$ cat config.mk
export PLATFORM = sky130hd
export DESIGN_NAME = rc_pulse_mode_override_mux_top
export DESIGN_NICKNAME = d
export VERILOG_FILES = /design/src/hdl/rcpm_pkg.sv /design/src/hdl/rc_pulse_mode_override_mux_top.sv
export SDC_FILE = /design/constraint.sdc
export NUM_CORES = 2
export LEC_CHECK = 0
export ABC_AREA = 1
export BUFFER_PORTS_ARGS = -buffer_cell sky130_fd_sc_hd__buf_4
export CORE_MARGIN = 5
export CORE_UTILIZATION = 59
export DETAILED_ROUTE_END_ITERATION = 8
export HOLD_SLACK_MARGIN = 0.1
export PLACE_DENSITY = 0.81
export SLEW_MARGIN = 25
export SYNTH_ARGS = -nofsm -noshare
export SYNTH_HDL_FRONTEND = slang
export SYNTH_SLANG_ARGS = --single-unit
$ cat constraint.sdc
create_clock -name clk -period 7.6 [get_ports clk]
set_clock_uncertainty 0.2 [all_clocks]
set_input_delay 0.38 -clock clk [delete_from_list [all_inputs] [get_ports clk]]
set_output_delay 0.38 -clock clk [all_outputs]
set_load 0.01 [all_outputs]
$ cat src/hdl/rcpm_pkg.sv
// Package: types, codes and constants of the pulse mode override mux.
`timescale 1ns / 1ps
`default_nettype none

package rcpm_pkg;

    localparam int TIME_W      = 32;
    localparam int PULSE_W     = 12;
    localparam int BAND_W      = 10;
    localparam int HOLD_W      = 24;
    localparam int STEER_W     = 7;
    localparam int MODE_W      = 3;
    localparam int OP_W        = 2;
    localparam int CFG_IDX_W   = 2;
    localparam int CFG_DATA_W  = 24;
    localparam int IN_TDATA_W  = 40;
    localparam int OUT_TDATA_W = 32;
    localparam int HOST_V_W    = 20;

    // Opcodes carried in the input tuser.
    localparam logic [OP_W-1:0] OP_BUTTON   = 2'd0;
    localparam logic [OP_W-1:0] OP_STEER    = 2'd1;
    localparam logic [OP_W-1:0] OP_THROTTLE = 2'd2;
    localparam logic [OP_W-1:0] OP_HOST     = 2'd3;

    // Configuration register indexes.
    localparam logic [CFG_IDX_W-1:0] CFG_PULSE_MIN = 2'd0;
    localparam logic [CFG_IDX_W-1:0] CFG_PULSE_MAX = 2'd1;
    localparam logic [CFG_IDX_W-1:0] CFG_BAND      = 2'd2;
    localparam logic [CFG_IDX_W-1:0] CFG_HOLD      = 2'd3;

    // External mode codes.
    localparam logic [MODE_W-1:0] MODE_LOCK     = 3'd0;
    localparam logic [MODE_W-1:0] MODE_HUMAN    = 3'd1;
    localparam logic [MODE_W-1:0] MODE_AUTO     = 3'd2;
    localparam logic [MODE_W-1:0] MODE_CAL      = 3'd3;
    localparam logic [MODE_W-1:0] MODE_OVERRIDE = 3'd4;

    typedef enum logic [4:0] {
        MS_LOCK     = 5'b00001,
        MS_HUMAN    = 5'b00010,
        MS_AUTO     = 5'b00100,
        MS_CAL      = 5'b01000,
        MS_OVERRIDE = 5'b10000
    } mode_state_t;

    // Bit positions of the result fields in the output tdata.
    localparam int OUT_VALID_BIT   = 0;
    localparam int OUT_MODE_LSB    = 1;
    localparam int OUT_SWRITE_BIT  = 4;
    localparam int OUT_SPULSE_LSB  = 5;
    localparam int OUT_TWRITE_BIT  = 17;
    localparam int OUT_TPULSE_LSB  = 18;

    // Result item, last field in the lowest bits.
    typedef struct packed {
        logic [PULSE_W-1:0] throttle_pulse_us;
        logic               throttle_write;
        logic [PULSE_W-1:0] steer_pulse_us;
        logic               steer_write;
        logic [MODE_W-1:0]  mode;
        logic               width_valid;
    } rcpm_result_t;

    // Button window centres and half width.
    localparam logic [PULSE_W-1:0] BTN_HUMAN_US = 12'd1710;
    localparam logic [PULSE_W-1:0] BTN_LOCK_US  = 12'd1200;
    localparam logic [PULSE_W-1:0] BTN_AUTO_US  = 12'd1000;
    localparam logic [PULSE_W-1:0] BTN_CAL_US   = 12'd888;
    localparam logic [PULSE_W-1:0] BTN_HALF_US  = 12'd50;

    // Reset values.
    localparam logic [PULSE_W-1:0] RST_PULSE_MIN = 12'd500;
    localparam logic [PULSE_W-1:0] RST_PULSE_MAX = 12'd2000;
    localparam logic [BAND_W-1:0]  RST_BAND      = 10'd50;
    localparam logic [HOLD_W-1:0]  RST_HOLD      = 24'd500000;
    localparam logic [PULSE_W-1:0] RST_S_NULL    = 12'd1500;
    localparam logic [PULSE_W-1:0] RST_T_NULL    = 12'd1528;
    localparam logic [PULSE_W-1:0] RST_CAL_MAX   = 12'd1600;
    localparam logic [PULSE_W-1:0] RST_CAL_MIN   = 12'd1400;

    // Host steering scale: percentage centre and fifty steps per span.
    localparam logic [STEER_W-1:0] HOST_CENTRE   = 7'd49;
    localparam logic [STEER_W-1:0] HOST_LOW_BASE = 7'd50;
    localparam logic [5:0]         HOST_SCALE    = 6'd50;
    // Scaled auto steer value held after reset: 1500 * 50.
    localparam logic [HOST_V_W-1:0] RST_HOST_V   = 20'd75000;
    // Division by 50 as multiply by ceil(2^26 / 50), exact for values below 2^20.
    localparam logic [20:0] DIV50_RECIP = 21'd1342178;
    localparam int          DIV50_SHIFT = 26;
    localparam logic [PULSE_W-1:0] PULSE_SAT = 12'd4095;

    function automatic logic [MODE_W-1:0] mode_code(input mode_state_t ms);
        logic [MODE_W-1:0] code;
        case (ms)
            MS_LOCK:     code = MODE_LOCK;
            MS_HUMAN:    code = MODE_HUMAN;
            MS_AUTO:     code = MODE_AUTO;
            MS_CAL:      code = MODE_CAL;
            MS_OVERRIDE: code = MODE_OVERRIDE;
            default:     code = MODE_LOCK;
        endcase
        return code;
    endfunction

endpackage

`default_nettype wire

$ cat src/hdl/rc_pulse_mode_override_mux_top.sv
// Top level: receiver pulse measurement, mode selection and steering/throttle mux.
// An input item waits in the item register until the result register is empty or being emptied.
// Throughput: one item per cycle while results are taken; the item register and result
// register are the only stages; block state changes as an item moves into the result register.
// Reset (rst_n low, asynchronous) clears both stages, sets lock mode, zero edge times
// and the default calibration, auto steer pulse and configuration values.
`timescale 1ns / 1ps
`default_nettype none

module rc_pulse_mode_override_mux_top
    import rcpm_pkg::*;
(
    input  wire logic                   clk,
    input  wire logic                   rst_n,

    input  wire logic                   s_axis_tvalid,
    output      logic                   s_axis_tready,
    // [31:0] time_us, [32] host_enable, [39:33] host_steer
    input  wire logic [IN_TDATA_W-1:0]  s_axis_tdata,
    // [1:0] opcode
    input  wire logic [OP_W-1:0]        s_axis_tuser,

    output      logic                   m_axis_tvalid,
    input  wire logic                   m_axis_tready,
    // [0] width_valid, [3:1] mode, [4] steer_write, [16:5] steer_pulse_us,
    // [17] throttle_write, [29:18] throttle_pulse_us, [31:30] zero
    output      logic [OUT_TDATA_W-1:0] m_axis_tdata,

    input  wire logic                   cfg_valid,
    output      logic                   cfg_ready,
    input  wire logic [CFG_IDX_W-1:0]   cfg_index,
    input  wire logic [CFG_DATA_W-1:0]  cfg_data
);

    // Item register.
    logic               in_valid_reg;
    logic [OP_W-1:0]    in_op_reg;
    logic [TIME_W-1:0]  in_time_reg;
    logic               in_hen_reg;
    logic [STEER_W-1:0] in_hs_reg;

    // Result register.
    logic               out_valid_reg;
    rcpm_result_t       out_data_reg;

    // Configuration.
    logic [PULSE_W-1:0] pulse_min_reg;
    logic [PULSE_W-1:0] pulse_max_reg;
    logic [BAND_W-1:0]  band_reg;
    logic [HOLD_W-1:0]  hold_reg;

    // Block state and next values.
    mode_state_t          mode_reg, mode_next;
    logic [TIME_W-1:0]    last_edge_reg [3];
    logic [TIME_W-1:0]    last_edge_next [3];
    logic [TIME_W-1:0]    mode_time_reg, mode_time_next;
    logic [PULSE_W-1:0]   steer_width_reg, steer_width_next;
    logic [PULSE_W-1:0]   throttle_width_reg, throttle_width_next;
    logic [PULSE_W-1:0]   s_null_reg, s_null_next;
    logic [PULSE_W-1:0]   s_max_reg, s_max_next;
    logic [PULSE_W-1:0]   s_min_reg, s_min_next;
    logic [PULSE_W-1:0]   t_null_reg, t_null_next;
    logic [PULSE_W-1:0]   t_max_reg, t_max_next;
    logic [PULSE_W-1:0]   t_min_reg, t_min_next;
    // The auto steer pulse is kept as fifty times its value; the divide by
    // fifty sits on the read side so that only one multiply stands in each path.
    logic [HOST_V_W-1:0]  host_v_reg, host_v_next;

    logic                 advance;
    rcpm_result_t         result;

    // Datapath intermediates.
    logic [TIME_W-1:0]    last_sel;
    logic [TIME_W-1:0]    dt;
    logic                 is_edge;
    logic                 width_ok;
    logic [PULSE_W-1:0]   w;
    logic [40:0]          auto_prod;
    logic [14:0]          auto_quot;
    logic [PULSE_W-1:0]   auto_pulse;
    logic [PULSE_W-1:0]   dev;
    logic                 over_band;
    logic [TIME_W-1:0]    since_change;
    logic                 held;
    logic [PULSE_W:0]     avg_sum;
    logic                 host_high;
    logic [STEER_W-1:0]   host_k;
    logic [PULSE_W-1:0]   host_d;
    logic [18:0]          host_prod;
    logic [17:0]          null_x50;
    logic [HOST_V_W-1:0]  host_v;

    function automatic logic in_window(input logic [PULSE_W-1:0] x,
                                       input logic [PULSE_W-1:0] ctr);
        return (x > ctr - BTN_HALF_US) && (x < ctr + BTN_HALF_US);
    endfunction

    // An item moves on when the result register is empty or being emptied.
    assign advance       = in_valid_reg && (!out_valid_reg || m_axis_tready);
    assign s_axis_tready = !in_valid_reg || advance;
    assign m_axis_tvalid = out_valid_reg;
    assign m_axis_tdata  = {{(OUT_TDATA_W - $bits(rcpm_result_t)){1'b0}}, out_data_reg};
    assign cfg_ready     = 1'b1;

    // Pulse width since the previous edge on the same channel.
    always_comb
    begin
        case (in_op_reg)
            OP_BUTTON:   last_sel = last_edge_reg[0];
            OP_STEER:    last_sel = last_edge_reg[1];
            OP_THROTTLE: last_sel = last_edge_reg[2];
            default:     last_sel = in_time_reg;
        endcase
    end

    assign is_edge  = (in_op_reg != OP_HOST);
    assign dt       = in_time_reg - last_sel;
    assign width_ok = is_edge && (dt > {20'd0, pulse_min_reg}) && (dt < {20'd0, pulse_max_reg});
    // A valid width lies below the 12-bit upper limit.
    assign w        = dt[PULSE_W-1:0];

    // Auto steer pulse: stored value divided by fifty, saturated to 12 bits.
    assign auto_prod  = host_v_reg * DIV50_RECIP;
    assign auto_quot  = auto_prod[40:DIV50_SHIFT];
    assign auto_pulse = (auto_quot > {3'd0, PULSE_SAT}) ? PULSE_SAT : auto_quot[PULSE_W-1:0];

    // Steering deviation from null and the override return timer.
    assign dev          = (w >= s_null_reg) ? (w - s_null_reg) : (s_null_reg - w);
    assign over_band    = dev > {2'd0, band_reg};
    assign since_change = in_time_reg - mode_time_reg;
    assign held         = since_change > {8'd0, hold_reg};
    assign avg_sum      = {1'b0, auto_pulse} + {1'b0, w};

    // Host steering scaled against the calibration. Calibration keeps
    // min <= null <= max, so both spans are non-negative and so is the result.
    assign host_high = (in_hs_reg >= HOST_CENTRE);
    assign host_k    = host_high ? (in_hs_reg - HOST_CENTRE) : (HOST_LOW_BASE - in_hs_reg);
    assign host_d    = host_high ? (s_max_reg - s_null_reg) : (s_null_reg - s_min_reg);
    assign host_prod = host_k * host_d;
    assign null_x50  = s_null_reg * HOST_SCALE;
    assign host_v    = host_high ? ({2'd0, null_x50} + {1'b0, host_prod})
                                 : ({2'd0, null_x50} - {1'b0, host_prod});

    always_comb
    begin
        mode_next           = mode_reg;
        last_edge_next      = last_edge_reg;
        mode_time_next      = mode_time_reg;
        steer_width_next    = steer_width_reg;
        throttle_width_next = throttle_width_reg;
        s_null_next         = s_null_reg;
        s_max_next          = s_max_reg;
        s_min_next          = s_min_reg;
        t_null_next         = t_null_reg;
        t_max_next          = t_max_reg;
        t_min_next          = t_min_reg;
        host_v_next         = host_v_reg;

        result                   = '0;
        result.width_valid       = width_ok;

        case (in_op_reg)
            OP_BUTTON:   last_edge_next[0] = in_time_reg;
            OP_STEER:    last_edge_next[1] = in_time_reg;
            OP_THROTTLE: last_edge_next[2] = in_time_reg;
            default:     ;
        endcase

        if (!is_edge)
        begin
            if (in_hen_reg)
            begin
                host_v_next = host_v;
            end
        end
        else if (width_ok)
        begin
            case (in_op_reg)
                OP_BUTTON:
                begin
                    if (in_window(w, BTN_HUMAN_US))
                    begin
                        if (mode_reg != MS_HUMAN)
                        begin
                            mode_next      = MS_HUMAN;
                            mode_time_next = in_time_reg;
                        end
                    end
                    else if (in_window(w, BTN_LOCK_US))
                    begin
                        if (mode_reg != MS_LOCK)
                        begin
                            mode_next      = MS_LOCK;
                            mode_time_next = in_time_reg;
                        end
                    end
                    else if (in_window(w, BTN_AUTO_US))
                    begin
                        if (mode_reg != MS_AUTO)
                        begin
                            mode_next      = MS_AUTO;
                            mode_time_next = in_time_reg;
                        end
                    end
                    else if (in_window(w, BTN_CAL_US))
                    begin
                        if (mode_reg != MS_CAL)
                        begin
                            // Entering calibration restarts all three points
                            // from the latest widths.
                            mode_next      = MS_CAL;
                            mode_time_next = in_time_reg;
                            s_null_next    = steer_width_reg;
                            s_max_next     = steer_width_reg;
                            s_min_next     = steer_width_reg;
                            t_null_next    = throttle_width_reg;
                            t_max_next     = throttle_width_reg;
                            t_min_next     = throttle_width_reg;
                        end
                        else
                        begin
                            if (steer_width_reg > s_max_reg)
                            begin
                                s_max_next = steer_width_reg;
                            end
                            if (steer_width_reg < s_min_reg)
                            begin
                                s_min_next = steer_width_reg;
                            end
                            if (throttle_width_reg > t_max_reg)
                            begin
                                t_max_next = throttle_width_reg;
                            end
                            if (throttle_width_reg < t_min_reg)
                            begin
                                t_min_next = throttle_width_reg;
                            end
                        end
                    end
                end
                OP_STEER:
                begin
                    steer_width_next   = w;
                    result.steer_write = 1'b1;
                    case (mode_reg)
                        MS_HUMAN:
                        begin
                            result.steer_pulse_us = w;
                        end
                        MS_OVERRIDE:
                        begin
                            if (!over_band && held)
                            begin
                                mode_next             = MS_AUTO;
                                mode_time_next        = in_time_reg;
                                result.steer_pulse_us = avg_sum[PULSE_W:1];
                            end
                            else
                            begin
                                result.steer_pulse_us = w;
                            end
                        end
                        MS_AUTO:
                        begin
                            if (over_band)
                            begin
                                mode_next             = MS_OVERRIDE;
                                mode_time_next        = in_time_reg;
                                result.steer_pulse_us = w;
                            end
                            else
                            begin
                                result.steer_pulse_us = auto_pulse;
                            end
                        end
                        default:
                        begin
                            result.steer_pulse_us = s_null_reg;
                        end
                    endcase
                end
                default:
                begin
                    throttle_width_next   = w;
                    result.throttle_write = 1'b1;
                    if (mode_reg == MS_HUMAN || mode_reg == MS_AUTO || mode_reg == MS_OVERRIDE)
                    begin
                        result.throttle_pulse_us = w;
                    end
                    else
                    begin
                        result.throttle_pulse_us = t_null_reg;
                    end
                end
            endcase
        end

        result.mode = mode_code(mode_next);
    end

    // Item register.
    always_ff @(posedge clk or negedge rst_n)
    begin
        if (!rst_n)
        begin
            in_valid_reg <= 1'b0;
        end
        else if (s_axis_tready)
        begin
            in_valid_reg <= s_axis_tvalid;
        end
    end

    always_ff @(posedge clk)
    begin
        if (s_axis_tvalid && s_axis_tready)
        begin
            in_op_reg   <= s_axis_tuser;
            in_time_reg <= s_axis_tdata[TIME_W-1:0];
            in_hen_reg  <= s_axis_tdata[TIME_W];
            in_hs_reg   <= s_axis_tdata[TIME_W+STEER_W:TIME_W+1];
        end
    end

    // Result register.
    always_ff @(posedge clk or negedge rst_n)
    begin
        if (!rst_n)
        begin
            out_valid_reg <= 1'b0;
        end
        else if (advance)
        begin
            out_valid_reg <= 1'b1;
        end
        else if (m_axis_tready)
        begin
            out_valid_reg <= 1'b0;
        end
    end

    always_ff @(posedge clk)
    begin
        if (advance)
        begin
            out_data_reg <= result;
        end
    end

    // Configuration writes.
    always_ff @(posedge clk or negedge rst_n)
    begin
        if (!rst_n)
        begin
            pulse_min_reg <= RST_PULSE_MIN;
            pulse_max_reg <= RST_PULSE_MAX;
            band_reg      <= RST_BAND;
            hold_reg      <= RST_HOLD;
        end
        else if (cfg_valid && cfg_ready)
        begin
            case (cfg_index)
                CFG_PULSE_MIN: pulse_min_reg <= cfg_data[PULSE_W-1:0];
                CFG_PULSE_MAX: pulse_max_reg <= cfg_data[PULSE_W-1:0];
                CFG_BAND:      band_reg      <= cfg_data[BAND_W-1:0];
                CFG_HOLD:      hold_reg      <= cfg_data[HOLD_W-1:0];
                default:       ;
            endcase
        end
    end

    // Block state, updated as each item moves into the result register.
    always_ff @(posedge clk or negedge rst_n)
    begin
        if (!rst_n)
        begin
            mode_reg           <= MS_LOCK;
            last_edge_reg[0]   <= '0;
            last_edge_reg[1]   <= '0;
            last_edge_reg[2]   <= '0;
            mode_time_reg      <= '0;
            steer_width_reg    <= '0;
            throttle_width_reg <= '0;
            s_null_reg         <= RST_S_NULL;
            s_max_reg          <= RST_CAL_MAX;
            s_min_reg          <= RST_CAL_MIN;
            t_null_reg         <= RST_T_NULL;
            t_max_reg          <= RST_CAL_MAX;
            t_min_reg          <= RST_CAL_MIN;
            host_v_reg         <= RST_HOST_V;
        end
        else if (advance)
        begin
            mode_reg           <= mode_next;
            last_edge_reg      <= last_edge_next;
            mode_time_reg      <= mode_time_next;
            steer_width_reg    <= steer_width_next;
            throttle_width_reg <= throttle_width_next;
            s_null_reg         <= s_null_next;
            s_max_reg          <= s_max_next;
            s_min_reg          <= s_min_next;
            t_null_reg         <= t_null_next;
            t_max_reg          <= t_max_next;
            t_min_reg          <= t_min_next;
            host_v_reg         <= host_v_next;
        end
    end

endmodule

`default_nettype wire

==> key figures <==
Outcome
  – Outcome: finished with violations
  – Failing checks: setup timing

Floorplan
  – Chip Height: ~270 microns
  – DIE WIDTH: between 200 and 300 microns
  – Initial Utilization: about 60%
  – Site row count: 93
  – Die ar.: approximately 71,000 sq um
  – Top Ports: 108
  – Core area: approximately 65,000 sq um

Timing
  – Period utilization: 102%
  – Final setup TNS: -0.441 ns
  – Slew HR: 31.2%
  – Max Slew Vio Count: 0
  – Worst setup margin: -0.168 ns
  – Final critical-path required period: roughly 7.8 ns
  – WHS: 0.160 ns
  – Top achievable clock speed: 0.129 GHz
  – # setup viols final: 6
  – RSZ-0062 raised after global routing: true
  – Hold Vio Cnt, Final: 0
  – Slew @ Worst Pin: 1.03 ns

Logic synthesis
  – Synth Register Bits: between 300 and 400
  – Avg Cell Area, Syn: between 7 and 8 sq um
  – Synth Flop Type: dfrtp_1
  – Yosys cell types: 63
  – Sequential share of the synthesized area: about a quarter
  – Post-synth top area cell: ha_1
  – Synth warnings: 0
  – Dominant cells by area after synthesis: ha_1 17%, dfrtp_1 15%, nand2_1 12%
  – Yosys top cell area share: 17.4%
  – Synth Instances: slightly above 5,000
  – Netlist Area Pre-Place: just under 40,000 sq um
  – EDFF count, synth: 72
  – Asr flop ratio synth: 79.8%

Setup path
  – WP data arrival: between 7 and 8 ns
  – Worst reg2reg path startpoint: host_v_reg[6]$_DFFE_PN1P_
  – Instance count on the critical path: 39
  – CP endpoint kind: flop
  – Startpoint Class: flop
  – Critical Path Most Common Cell: buf_4
  – CP peak stage delay: between 0.5 and 0.6 ns
  – Critical R2R Capture: m_axis_tdata[7]$_SDFFCE_PN0P_
  – Critical path fanouts, max: 5
  – Worst path buffer plus inverter count: 18
  – Worst Reg-to-Reg Cells: 39
  – Reg2Reg Setup Slack: -0.17 ns
  – Largest delay share family, worst path: adder cells
  – Slowest cell on crit path: fa_1
  – Required time worst endpoint: 7.70 ns
  – Critical setup path kind: flop to flop

Global routing
  – Vias in the first global route: around 37,000
  – Pin count of the biggest net entering global routing: 149
  – Total gr overflow: 0
  – First-pass GRT wire length: around 190,000 microns
  – Gr usage total: approximately a third
  – Initial antenna violation count: 0

Clock network
  – Worst-Skew Late Latency: between 0.5 and 0.6 ns
  – Num CTS Buffers: 42
  – CTS tree: yes
  – # clock sinks: approximately 360
  – H-tree depth: 2
  – Longest Clk Path Bufs: 3
  – CTS Root Cell: clkbuf_16
  – Reg clk slew, reported paths: 0.07 ns

Drt
  – Final WL: 122,000 microns
  – Starting DRT DRC Count: 2,951
  – Antenna-violating nets left: 0
  – DR WL/cell: around 18 microns
  – Total iterations of the first detailed-routing run: 6
  – Vias: roughly 37,000
  – Vias/cell: approximately 5.6
  – DRC violations left: 0

Layout
  – Post-Route Utilization: 73.5%
  – FF/Latch Area: around 9400 sq um
  – Proportion of layout cells with a drive suffix above 1: 19.1%
  – Area of the multi-input gates: roughly 27,000 sq um
  – Layout overhead on the synthesized area: 23.0%
  – Most common cell after layout, fill and taps aside: nand2_1
  – Final instance area: 47,500 sq um
  – Nets: approximately 6,600
  – Max FFs per register: between 90 and 100
  – Filler Cell Count: about 4,800
  – Most frequent cells in the layout: 1,224 x nand2_1, 949 x inv_1, 576 x buf_4
  – Ant diodes: 0

Placed design
  – Placed Area: about 43,000 sq um
  – RD Place Congestion: 1.06
  – Dpl hpwl: approximately 93,000 microns
  – PortBufs: 104

Job
  – Max Cap Violations: 0

Min path
  – Hold Path Class: input pin to async pin
[worst max path at each step]
stage | start | slack, ns | to
finish | host_v_reg[6]$_DFFE_PN1P_ | -0.17 | m_axis_tdata[7]$_SDFFCE_PN0P_
global route | host_v_reg[10]$_DFFE_PN1P_ | -0.50 | m_axis_tdata[16]$_SDFFCE_PN0P_
CTS | host_v_reg[11]$_DFFE_PN0P_ | -0.02 | m_axis_tdata[16]$_SDFFCE_PN0P_
detailed placement | s_null_reg[0]$_DFFE_PN0P_ | -0.49 | host_v_reg[19]$_DFFE_PN0P_
global placement | host_v_reg[3]$_DFFE_PN1P_ | -0.35 | m_axis_tdata[16]$_SDFFCE_PN0P_
floorplan | host_v_reg[4]$_DFFE_PN1P_ | -0.04 | m_axis_tdata[16]$_SDFFCE_PN0P_
[layout make-up]
class                           count  share of cell area (%)
Multi-Input combinational cell   3698                    55.9
Sequential cell                   357                    19.7
Timing Repair Buffer              667                    11.2
Inverter                         1007                    7.98
Clock buffer                       55                    2.42
Tap cell                          855                    2.25
Clock inverter                     23                   0.495
[kinds of logic (layout without fill, tap and decap cells)]
group           after synthesis  after routing  share of synthesized area [%]
buf+inv                    1114           1752                           11.1
other cells                   2              3                         0.0195
simple gates               2015           2015                           21.7
mux                           5              5                          0.130
flops                       357            357                           24.3
compound gates              821            821                           12.0
fa+ha+maj                   746            746                           28.3
xor+xnor                    108            108                           2.45
[layer usage]
metal / part of all wire, % / track usage, % / vias up
li1: - / - / 17800
met2: 48 / 56.6 / 1436
met1: 39 / 41.6 / 17400
met3: 6.0 / 4.21 / 414
met5: 0 / 0 / -
met4: 7.1 / 18.2 / 0
[repair_timing]
action	in CTS	in global routing
buffers inserted	43	33
endpoints found under the hold margin	165	0
endpoints found under the setup margin	47	59
hold buffers	71	0
gates cloned	0	0
resized for setup	155	267
pin swaps	90	152
[metrics by stage]
step                instances  setup slack [ns]
floorplan                5169           -0.0428
global placement         6437            -0.345
detailed placement       6437            -0.493
CTS                      6629           -0.0180
global route             6662            -0.502
finish                   6662            -0.168
[Yosys cell counts (all sizes together) (4+ instances only)]
master,n
o31ai,4
nand4,89
dfstp,54
xnor2,33
o21bai,32
nand2,1276
clkinv,10
edfxtp,72
a21boi,5
a21o,14
o211ai,7
inv,997
nor4,9
fa,209
a21oi,297
clkbuf,73
nor3,44
o2111ai,5
ha,537
or2,12
a32o,30
mux2i,5
nor2,357
xor2,75
buf,34
a211oi,18
nand3,209
o21ai,380
nand3b,11
a31oi,16
dfrtp,231
Power is left out: the tool's default activity adds up to more than one toggle a clock period on the data nets, which glitch-free logic cannot reach.
